===== src/hdl/first_unique_letter_stream_macros.svh =====
// Assertion macros for the first unique letter stream block.
// Used by the top level; expects clk and rst_n in scope.
`ifndef FIRST_UNIQUE_LETTER_STREAM_MACROS_SVH
`define FIRST_UNIQUE_LETTER_STREAM_MACROS_SVH

// same-cycle implication, checked outside reset
`define FULS_ASSERT_NOW(label, ante, cons, msg) \
  label: assert property (@(posedge clk) disable iff (!rst_n) (ante) |-> (cons)) \
    else $error(msg);

// next-cycle implication, checked outside reset
`define FULS_ASSERT_NEXT(label, ante, cons, msg) \
  label: assert property (@(posedge clk) disable iff (!rst_n) (ante) |=> (cons)) \
    else $error(msg);

`endif


===== src/hdl/fuls_pkg.sv =====
// Shared constants and controller/datapath interface types.
// No dependencies.
`default_nettype none

package fuls_pkg;

  localparam int ALPHABET_SIZE_DEF = 26;
  localparam int LETTER_W          = 5;
  localparam int CNT_W             = 2;

  localparam logic [CNT_W-1:0] CNT_ZERO = 2'd0;
  localparam logic [CNT_W-1:0] CNT_ONE  = 2'd1;
  localparam logic [CNT_W-1:0] CNT_MANY = 2'd2;

  typedef struct packed {
    logic accept;
    logic update;
    logic advance;
    logic look;
    logic load_out;
  } dp_cmd_t;

  typedef struct packed {
    logic skip;
    logic rep;
    logic next_end;
    logic out_free;
  } dp_sts_t;

endpackage

`default_nettype wire


===== src/hdl/fuls_ctrl.sv =====
// Sequencer for the first unique letter stream block.
// Depends on fuls_pkg; drives the datapath command word.
`default_nettype none

module fuls_ctrl
  import fuls_pkg::*;
(
  input  wire logic    clk,
  input  wire logic    rst_n,
  input  wire logic    in_valid,
  output logic         in_ready,
  output dp_cmd_t      cmd,
  input  wire dp_sts_t sts
);

  typedef enum logic [4:0] {
    S_IDLE = 5'b00001,
    S_UPD  = 5'b00010,
    S_LOOK = 5'b00100,
    S_EVAL = 5'b01000,
    S_RES  = 5'b10000
  } state_t;

  state_t state_r, state_nxt;

  assign in_ready = (state_r == S_IDLE);

  always_comb begin
    state_nxt = state_r;
    cmd       = '0;
    unique case (state_r)
      S_IDLE: begin
        if (in_valid) begin
          cmd.accept = 1'b1;
          state_nxt  = S_UPD;
        end
      end
      S_UPD: begin
        cmd.update = 1'b1;
        if (sts.skip) begin
          cmd.advance = 1'b1;
        end
        if (sts.skip && !sts.next_end) begin
          state_nxt = S_LOOK;
        end else if (sts.out_free) begin
          cmd.load_out = 1'b1;
          state_nxt    = S_IDLE;
        end else begin
          state_nxt = S_RES;
        end
      end
      S_LOOK: begin
        cmd.look  = 1'b1;
        state_nxt = S_EVAL;
      end
      S_EVAL: begin
        if (sts.rep) begin
          cmd.advance = 1'b1;
        end
        if (sts.rep && !sts.next_end) begin
          state_nxt = S_LOOK;
        end else if (sts.out_free) begin
          cmd.load_out = 1'b1;
          state_nxt    = S_IDLE;
        end else begin
          state_nxt = S_RES;
        end
      end
      S_RES: begin
        if (sts.out_free) begin
          cmd.load_out = 1'b1;
          state_nxt    = S_IDLE;
        end
      end
      default: begin
        state_nxt = S_IDLE;
      end
    endcase
  end

  always_ff @(posedge clk) begin
    if (!rst_n) begin
      state_r <= S_IDLE;
    end else begin
      state_r <= state_nxt;
    end
  end

endmodule

`default_nettype wire


===== src/hdl/fuls_dp.sv =====
// Datapath: letter counts, arrival list, head pointer and result register.
// Depends on fuls_pkg; commanded by fuls_ctrl.
`default_nettype none

module fuls_dp
  import fuls_pkg::*;
#(
  parameter int ALPHABET_SIZE = ALPHABET_SIZE_DEF
) (
  input  wire logic                clk,
  input  wire logic                rst_n,
  input  wire logic [LETTER_W-1:0] in_letter,
  input  wire logic                in_string_start,
  input  wire logic                out_ready,
  output logic                     out_valid,
  output logic                     out_found,
  output logic [LETTER_W-1:0]      out_unique_letter,
  input  wire dp_cmd_t             cmd,
  output dp_sts_t                  sts
);

  localparam int AW   = $clog2(ALPHABET_SIZE);
  localparam int IDXW = $clog2(ALPHABET_SIZE + 1);

  logic [CNT_W-1:0]    cnt_mem [ALPHABET_SIZE];
  logic [LETTER_W-1:0] ord_mem [ALPHABET_SIZE];

  logic [ALPHABET_SIZE-1:0] valid_r;
  logic [LETTER_W-1:0]      letter_r;
  logic                     in_range_r;
  logic [CNT_W-1:0]         cnt_rd_r;
  logic                     cnt_vld_r;
  logic [LETTER_W-1:0]      ord_rd_r;
  logic [IDXW-1:0]          head_r, head_nxt;
  logic [IDXW-1:0]          len_r, len_nxt;
  logic [LETTER_W-1:0]      head_letter_r, head_letter_nxt;
  logic                     out_valid_r, out_valid_nxt;
  logic                     out_found_r;
  logic [LETTER_W-1:0]      out_letter_r;

  logic [AW-1:0]       letter_idx;
  logic [AW-1:0]       cnt_raddr;
  logic [IDXW-1:0]     head_inc;
  logic [CNT_W-1:0]    cnt_old;
  logic [CNT_W-1:0]    cnt_new;
  logic                append;
  logic                clear;
  logic                res_found;
  logic [LETTER_W-1:0] res_letter;

  assign letter_idx = AW'(letter_r);
  assign cnt_raddr  = cmd.look ? AW'(ord_rd_r) : AW'(in_letter);
  assign head_inc   = head_r + IDXW'(1);
  assign clear      = cmd.accept && in_string_start;
  assign cnt_old    = cnt_vld_r ? cnt_rd_r : CNT_ZERO;
  assign cnt_new    = (cnt_old == CNT_ZERO) ? CNT_ONE : CNT_MANY;
  assign append     = in_range_r && (cnt_old == CNT_ZERO) && (int'(len_r) < ALPHABET_SIZE);

  assign sts.skip     = in_range_r && (cnt_old != CNT_ZERO) && (head_r < len_r)
                        && (letter_r == head_letter_r);
  assign sts.rep      = cnt_vld_r && (cnt_rd_r == CNT_MANY);
  assign sts.next_end = (head_inc >= len_r);
  assign sts.out_free = !out_valid_r || out_ready;

  always_comb begin
    head_nxt        = head_r;
    len_nxt         = len_r;
    head_letter_nxt = head_letter_r;
    if (clear) begin
      head_nxt = '0;
      len_nxt  = '0;
    end
    if (cmd.update && append) begin
      len_nxt = len_r + IDXW'(1);
      if (head_r == len_r) begin
        head_letter_nxt = letter_r;
      end
    end
    if (cmd.advance) begin
      head_nxt = head_inc;
    end
    if (cmd.look) begin
      head_letter_nxt = ord_rd_r;
    end
  end

  assign res_found  = (head_nxt < len_nxt);
  assign res_letter = res_found ? head_letter_nxt : '0;

  always_comb begin
    out_valid_nxt = out_valid_r;
    if (cmd.load_out) begin
      out_valid_nxt = 1'b1;
    end else if (out_ready) begin
      out_valid_nxt = 1'b0;
    end
  end

  always_ff @(posedge clk) begin
    if (!rst_n) begin
      head_r      <= '0;
      len_r       <= '0;
      out_valid_r <= 1'b0;
    end else begin
      head_r      <= head_nxt;
      len_r       <= len_nxt;
      out_valid_r <= out_valid_nxt;
    end
  end

  always_ff @(posedge clk) begin
    if (!rst_n) begin
      valid_r <= '0;
    end else if (clear) begin
      valid_r <= '0;
    end else if (cmd.update && in_range_r) begin
      valid_r[letter_idx] <= 1'b1;
    end
  end

  always_ff @(posedge clk) begin
    head_letter_r <= head_letter_nxt;
    if (cmd.accept) begin
      letter_r   <= in_letter;
      in_range_r <= (int'(in_letter) < ALPHABET_SIZE);
    end
    if (cmd.load_out) begin
      out_found_r  <= res_found;
      out_letter_r <= res_letter;
    end
  end

  // count store: write on update, read at the new letter or the head candidate
  always_ff @(posedge clk) begin
    if (cmd.update && in_range_r) begin
      cnt_mem[letter_idx] <= cnt_new;
    end
    if (cmd.accept || cmd.look) begin
      cnt_rd_r  <= cnt_mem[cnt_raddr];
      cnt_vld_r <= valid_r[cnt_raddr] && !clear;
    end
  end

  // arrival list: append at the tail, fetch the entry after the head
  always_ff @(posedge clk) begin
    if (cmd.update && append) begin
      ord_mem[len_r[AW-1:0]] <= letter_r;
    end
    if (cmd.advance) begin
      ord_rd_r <= ord_mem[head_inc[AW-1:0]];
    end
  end

  assign out_valid         = out_valid_r;
  assign out_found         = out_found_r;
  assign out_unique_letter = out_letter_r;

endmodule

`default_nettype wire


===== src/hdl/first_unique_letter_stream.sv =====
// First unique letter stream: top level joining sequencer and datapath.
// Depends on fuls_pkg, fuls_ctrl, fuls_dp and the assertion macro header.
//
// Usage:
//   Input word: in_letter (0 = a .. 25 = z) and in_string_start, which
//   clears the counts and the arrival list before its own letter. Letters
//   at or above the alphabet size change nothing but still yield a result.
//   Output word: out_found and out_unique_letter, the earliest letter of the
//   current string seen exactly once (0 when none), one word per input word.
//   Steps: with the head not moving and the result register free, the
//   result is loaded in the update step; each list entry the head
//   moves onto and must check adds a count read of that entry, then the check.
//   A new word is taken only once the last result is loaded; the head
//   moves at most ALPHABET_SIZE times per string.
//   Reset (rst_n low, synchronous) empties the counts and list and drops
//   out_valid. A stalled receiver holds the result register; one more input
//   word is taken meanwhile and its result waits until the register frees.
`default_nettype none

`include "first_unique_letter_stream_macros.svh"

module first_unique_letter_stream
  import fuls_pkg::*;
#(
  parameter int ALPHABET_SIZE = ALPHABET_SIZE_DEF
) (
  input  wire logic                clk,
  input  wire logic                rst_n,
  input  wire logic                in_valid,
  output logic                     in_ready,
  input  wire logic [LETTER_W-1:0] in_letter,
  input  wire logic                in_string_start,
  output logic                     out_valid,
  input  wire logic                out_ready,
  output logic                     out_found,
  output logic [LETTER_W-1:0]      out_unique_letter
);

  dp_cmd_t cmd;
  dp_sts_t sts;

  fuls_ctrl u_ctrl (
    .clk      (clk),
    .rst_n    (rst_n),
    .in_valid (in_valid),
    .in_ready (in_ready),
    .cmd      (cmd),
    .sts      (sts)
  );

  fuls_dp #(
    .ALPHABET_SIZE (ALPHABET_SIZE)
  ) u_dp (
    .clk               (clk),
    .rst_n             (rst_n),
    .in_letter         (in_letter),
    .in_string_start   (in_string_start),
    .out_ready         (out_ready),
    .out_valid         (out_valid),
    .out_found         (out_found),
    .out_unique_letter (out_unique_letter),
    .cmd               (cmd),
    .sts               (sts)
  );

  `FULS_ASSERT_NEXT(a_one_word_at_a_time, in_valid && in_ready, !in_ready, "accept while busy")
  `FULS_ASSERT_NOW(a_cmd_exclusive, 1'b1, $onehot0({cmd.accept, cmd.update, cmd.look}), "commands overlap")
  `FULS_ASSERT_NEXT(a_load_shows, cmd.load_out, out_valid, "loaded result not shown")
  `FULS_ASSERT_NOW(a_none_is_zero, out_valid && !out_found, out_unique_letter == '0, "letter set without found")

endmodule

`default_nettype wire


===== config.mk =====
export PLATFORM = sky130hd
export DESIGN_NAME = first_unique_letter_stream
export DESIGN_NICKNAME = d
export VERILOG_FILES = /design/src/hdl/fuls_pkg.sv /design/src/hdl/fuls_ctrl.sv /design/src/hdl/fuls_dp.sv /design/src/hdl/first_unique_letter_stream.sv
export VERILOG_INCLUDE_DIRS = /design/src /design/src/hdl
export SDC_FILE = /design/constraint.sdc
export NUM_CORES = 1
export LEC_CHECK = 0
export ABC_AREA = 0
export BUFFER_PORTS_ARGS = -buffer_cell sky130_fd_sc_hd__buf_2
export CAP_MARGIN = 20
export CELL_PAD_IN_SITES_DETAIL_PLACEMENT = 1
export CELL_PAD_IN_SITES_GLOBAL_PLACEMENT = 1
export CORE_AREA = 2 2 211 213
export DETAILED_ROUTE_END_ITERATION = 12
export DIE_AREA = 0 0 213 215
export GPL_TIMING_DRIVEN = 0
export PLACE_DENSITY = 0.43
export SLEW_MARGIN = 20
export SYNTH_ARGS = -nofsm -noshare
export SYNTH_HDL_FRONTEND = slang
export SYNTH_HIERARCHICAL = 1
export SYNTH_SLANG_ARGS = --single-unit

===== constraint.sdc =====
create_clock -name clk -period 5.75 [get_ports clk]
set_input_delay 0.8625 -clock clk [delete_from_list [all_inputs] [get_ports clk]]
set_output_delay 0.8625 -clock clk [all_outputs]
set_load 0.02 [all_outputs]

==> results_dict.tcl <==
set metrics [dict create \
    fin_nets 855 \
    use_met3_pct 1.96 \
    leakagePower_nw 4.10 \
    antenna_found_initial 0 \
    rr_worst_depth 15 \
    vias 6384 \
    critPathTopFamily "compound AO/OA/AOI/OAI gates" \
    worst-path-stages 15 \
    max_freq_ghz 0.209 \
    finalCritPeriodShare_pct 83.1 \
    dpl.hpwl_mm 21.1 \
    postCtsSetupRepairBufs 0 \
    die_w_microns 213 \
    dominantRegCellSynth "edfxtp_1" \
    first_global_vias 6767 \
    synthToLayoutAreaGrowth_pct 16.9 \
    clkLatencyLatePin_ns 0.56 \
    rsz0062_at_grt "false" \
    post_cts_resized 0 \
    ys_seq_area_share_pct 64.9 \
    worst_hold_path.num_cells 1 \
    fin_skew_ns 0.0121 \
    layout_common_cells "edfxtp_1, nor2_1, nand2_1, dfxtp_1" \
    cp.required_ns 6.16 \
    cts.path.max_buffers 3 \
    cts_made_buffers 29 \
    synth_edf_count 202 \
    stdcell_count 1441 \
    cts_num_sinks 249 \
    slowest_delay_ns 0.98 \
    gp_congestion 0.730 \
    ant_nets 0 \
    async_flop_share_pct 0 \
    slowest_stage "edfxtp_1" \
    fin_crit_ns 4.78 \
    arrival_ns 5.19 \
    grtUsageMet2_pct 22.4 \
    cts_tree "done" \
    first_iter_violations 405 \
    synth_cell_types 70 \
    syn_avg_cell_area_sq_um 14.0 \
    r2r_start "u_dp/letter_idx[3]" \
    insertedDiodeCount 0 \
    path_cells "buf_2 > xor2_1 > nor3_1 > nand4_1 > nor2_1 > nand2_1 > o21ai_1 > clkbuf_1 > o21ai_0 > ha_1 > a21o_1 > a21o_1 > a21oi_1 > o21ai_1 > nor2b_1" \
    core_sq_um 43600 \
    ys_seq_elements 249 \
    cts_root_buffer "clkbuf_16" \
    wl_per_cell_microns 21.0 \
    port_buffers 17 \
    drt_wl_total_mm 30.3 \
    busiest_layer "met2" \
    rows 77 \
    finalHoldViolCount 0 \
    status "finished clean" \
    fillers 4699 \
    io_pins 18 \
    layout-drive-gt1-share_pct 17.3 \
    dp_cells 1387 \
    worst_pin_slew_ns 1.01 \
    drv_slew 0 \
    powerDensity_nw_per_um2 316 \
    die_area_sq_um 45800 \
    cp_num_buf_inv 2 \
    die_height_microns 215 \
    synth_warnings 6 \
    ir_drop_uv 204 \
    startpoint "u_dp/letter_idx[3]" \
    via_per_inst 4.43 \
    grt_max_degree 28 \
    path_class "reg2reg" \
    clkTransAtPathRegs_ns 0.06 \
    end_kind "flop" \
    multiInputGateArea_sq_um 3530 \
    crit_fanout 27 \
    slew_headroom_pct 32.9 \
    overflow 0 \
    grt.met1_usage_pct 18.1 \
    hold_buffers 0 \
    netlist_instances 774 \
    drc 0 \
    syn_area_sq_um 10800 \
    start_util_pct 24.7 \
    setup_viol 0 \
    max_cap_viol_count 0 \
    hold_path.class "reg2reg" \
    synth_fp_nets 803 \
    grt_use_total_pct 13.4 \
    grt_pass1_wl_mm 45.0 \
    final_common_cell "edfxtp_1" \
    tns_ns 0 \
    firstDrtPassIters 4 \
    start_kind "flop" \
    htree_levels 1 \
    register_area_sq_um 7010 \
    min_from "u_dp/valid_r[8]" \
]
[state kept, by name, indices dropped and copies added, names as in the netlist]
name,count
u_dp/out_valid,1
u_ctrl/state_r,5
u_dp/out_found,1
u_dp/cnt_vld_r,1
u_dp/head_r,5
u_dp/valid_r,26
u_dp/cnt_mem,52
u_dp/ord_rd_r,5
u_dp/letter_idx,5
u_dp/ord_mem,130
u_dp/head_letter_r,5
u_dp/cnt_rd_r,2
u_dp/len_r,5
u_dp/out_unique_letter,5
u_dp/in_range_r,1
[metrics by stage]
step | hold WS (ns) | utilization, % | setup slack, ns | power [mW] | cell area [sq um]
2_1_floorplan | 0.432 | - | 2.13 | 2.16 | 10800
3_3_place_gp | 0.441 | 26.6 | 0.272 | 2.25 | 11600
3_5_place_dp | 0.449 | 26.8 | 0.879 | 2.25 | 11700
4_1_cts | 0.463 | 28.9 | 0.848 | 4.06 | 12600
5_1_grt | 0.479 | 28.9 | 0.492 | 4.14 | 12600
6_report | 0.458 | 28.9 | 0.970 | 3.99 | 12600
[routing by layer]
| metal | vias up | routed length [microns] |
|---|---|---|
| met5 | - | 0 |
| met4 | 0 | 731 |
| met3 | 39 | 947 |
| met2 | 86 | 14700 |
| met1 | 3229 | 14000 |
| li1 | 3030 | - |
[cells in the mapped netlist, types with 2 or more instances]
cell       number  area, sq um
edfxtp_1      202         6070
nand2_1        77          289
nor2_1         77          289
dfxtp_1        47          941
mux4_2         31          698
nand3_1        31          155
mux2i_1        30          300
o21a_1         26          195
inv_1          22         82.6
ha_1           19          238
a21oi_1        18         90.1
nor2b_1        15         93.8
o21ai_0        15         75.1
nor3_1         11         55.1
buf_2          10         50.1
and2_1          9         56.3
a31oi_1         8         50.1
clkbuf_1        8         30.0
mux2_2          8         90.1
buf_4           7         52.6
xor2_1          7         61.3
nand2b_1        6         37.5
o21ai_2         6         52.6
o211ai_1        5         37.5
and3_1          4         25.0
and3b_1         4         35.0
buf_6           4         45.0
nand4_1         4         25.0
a21o_1          3         22.5
a221oi_1        3         26.3
a32oi_1         3         26.3
nand3b_1        3         22.5
o22ai_1         3         18.8
or3_1           3         18.8
a211oi_1        2         15.0
a41o_1          2         20.0
clkinv_1        2         7.51
mux4_1          2         52.6
o21ai_1         2         10.0
o221ai_1        2         17.5
o2bb2ai_1       2         17.5
or3b_2          2         17.5
xnor2_1         2         17.5
[layout make-up]
class                           count  share of cell area, %
Buffer                             30                   1.44
Clock buffer                       35                   5.93
Timing Repair Buffer               21                   1.25
Tap cell                          592                   5.87
Clock inverter                     19                   1.31
Multi-Input combinational cell    471                   28.0
Inverter                           24                  0.714
Sequential cell                   249                   55.5
[where the power goes]
part           total [mW]  switching (mW)  internal [mW]
registers            2.02          0.0309           1.98
logic               0.194           0.126         0.0684
clock network        1.78           0.757           1.02
[path summary, 6_finish.rpt]
kind / end / slack (ns)
min: u_dp/valid_r[8] / 0.46
min reg2reg: u_dp/valid_r[8] / 0.46
max: u_dp/out_unique_letter[4] / 0.97
max reg2reg: u_dp/out_unique_letter[4] / 0.97
[cells by family (layout without fill, tap and decap cells)]
| kind of cell | count (synthesis) | after routing | synth area share (%) |
|---|---|---|---|
| flops | 249 | 249 | 64.9 |
| xor+xnor | 10 | 10 | 0.881 |
| mux | 73 | 73 | 10.8 |
| simple gates | 255 | 255 | 11.2 |
| compound gates | 114 | 114 | 7.49 |
| fa+ha+maj | 19 | 19 | 2.20 |
| buf+inv | 54 | 129 | 2.51 |
No activity file was read; power rests on OpenSTA's default activity.
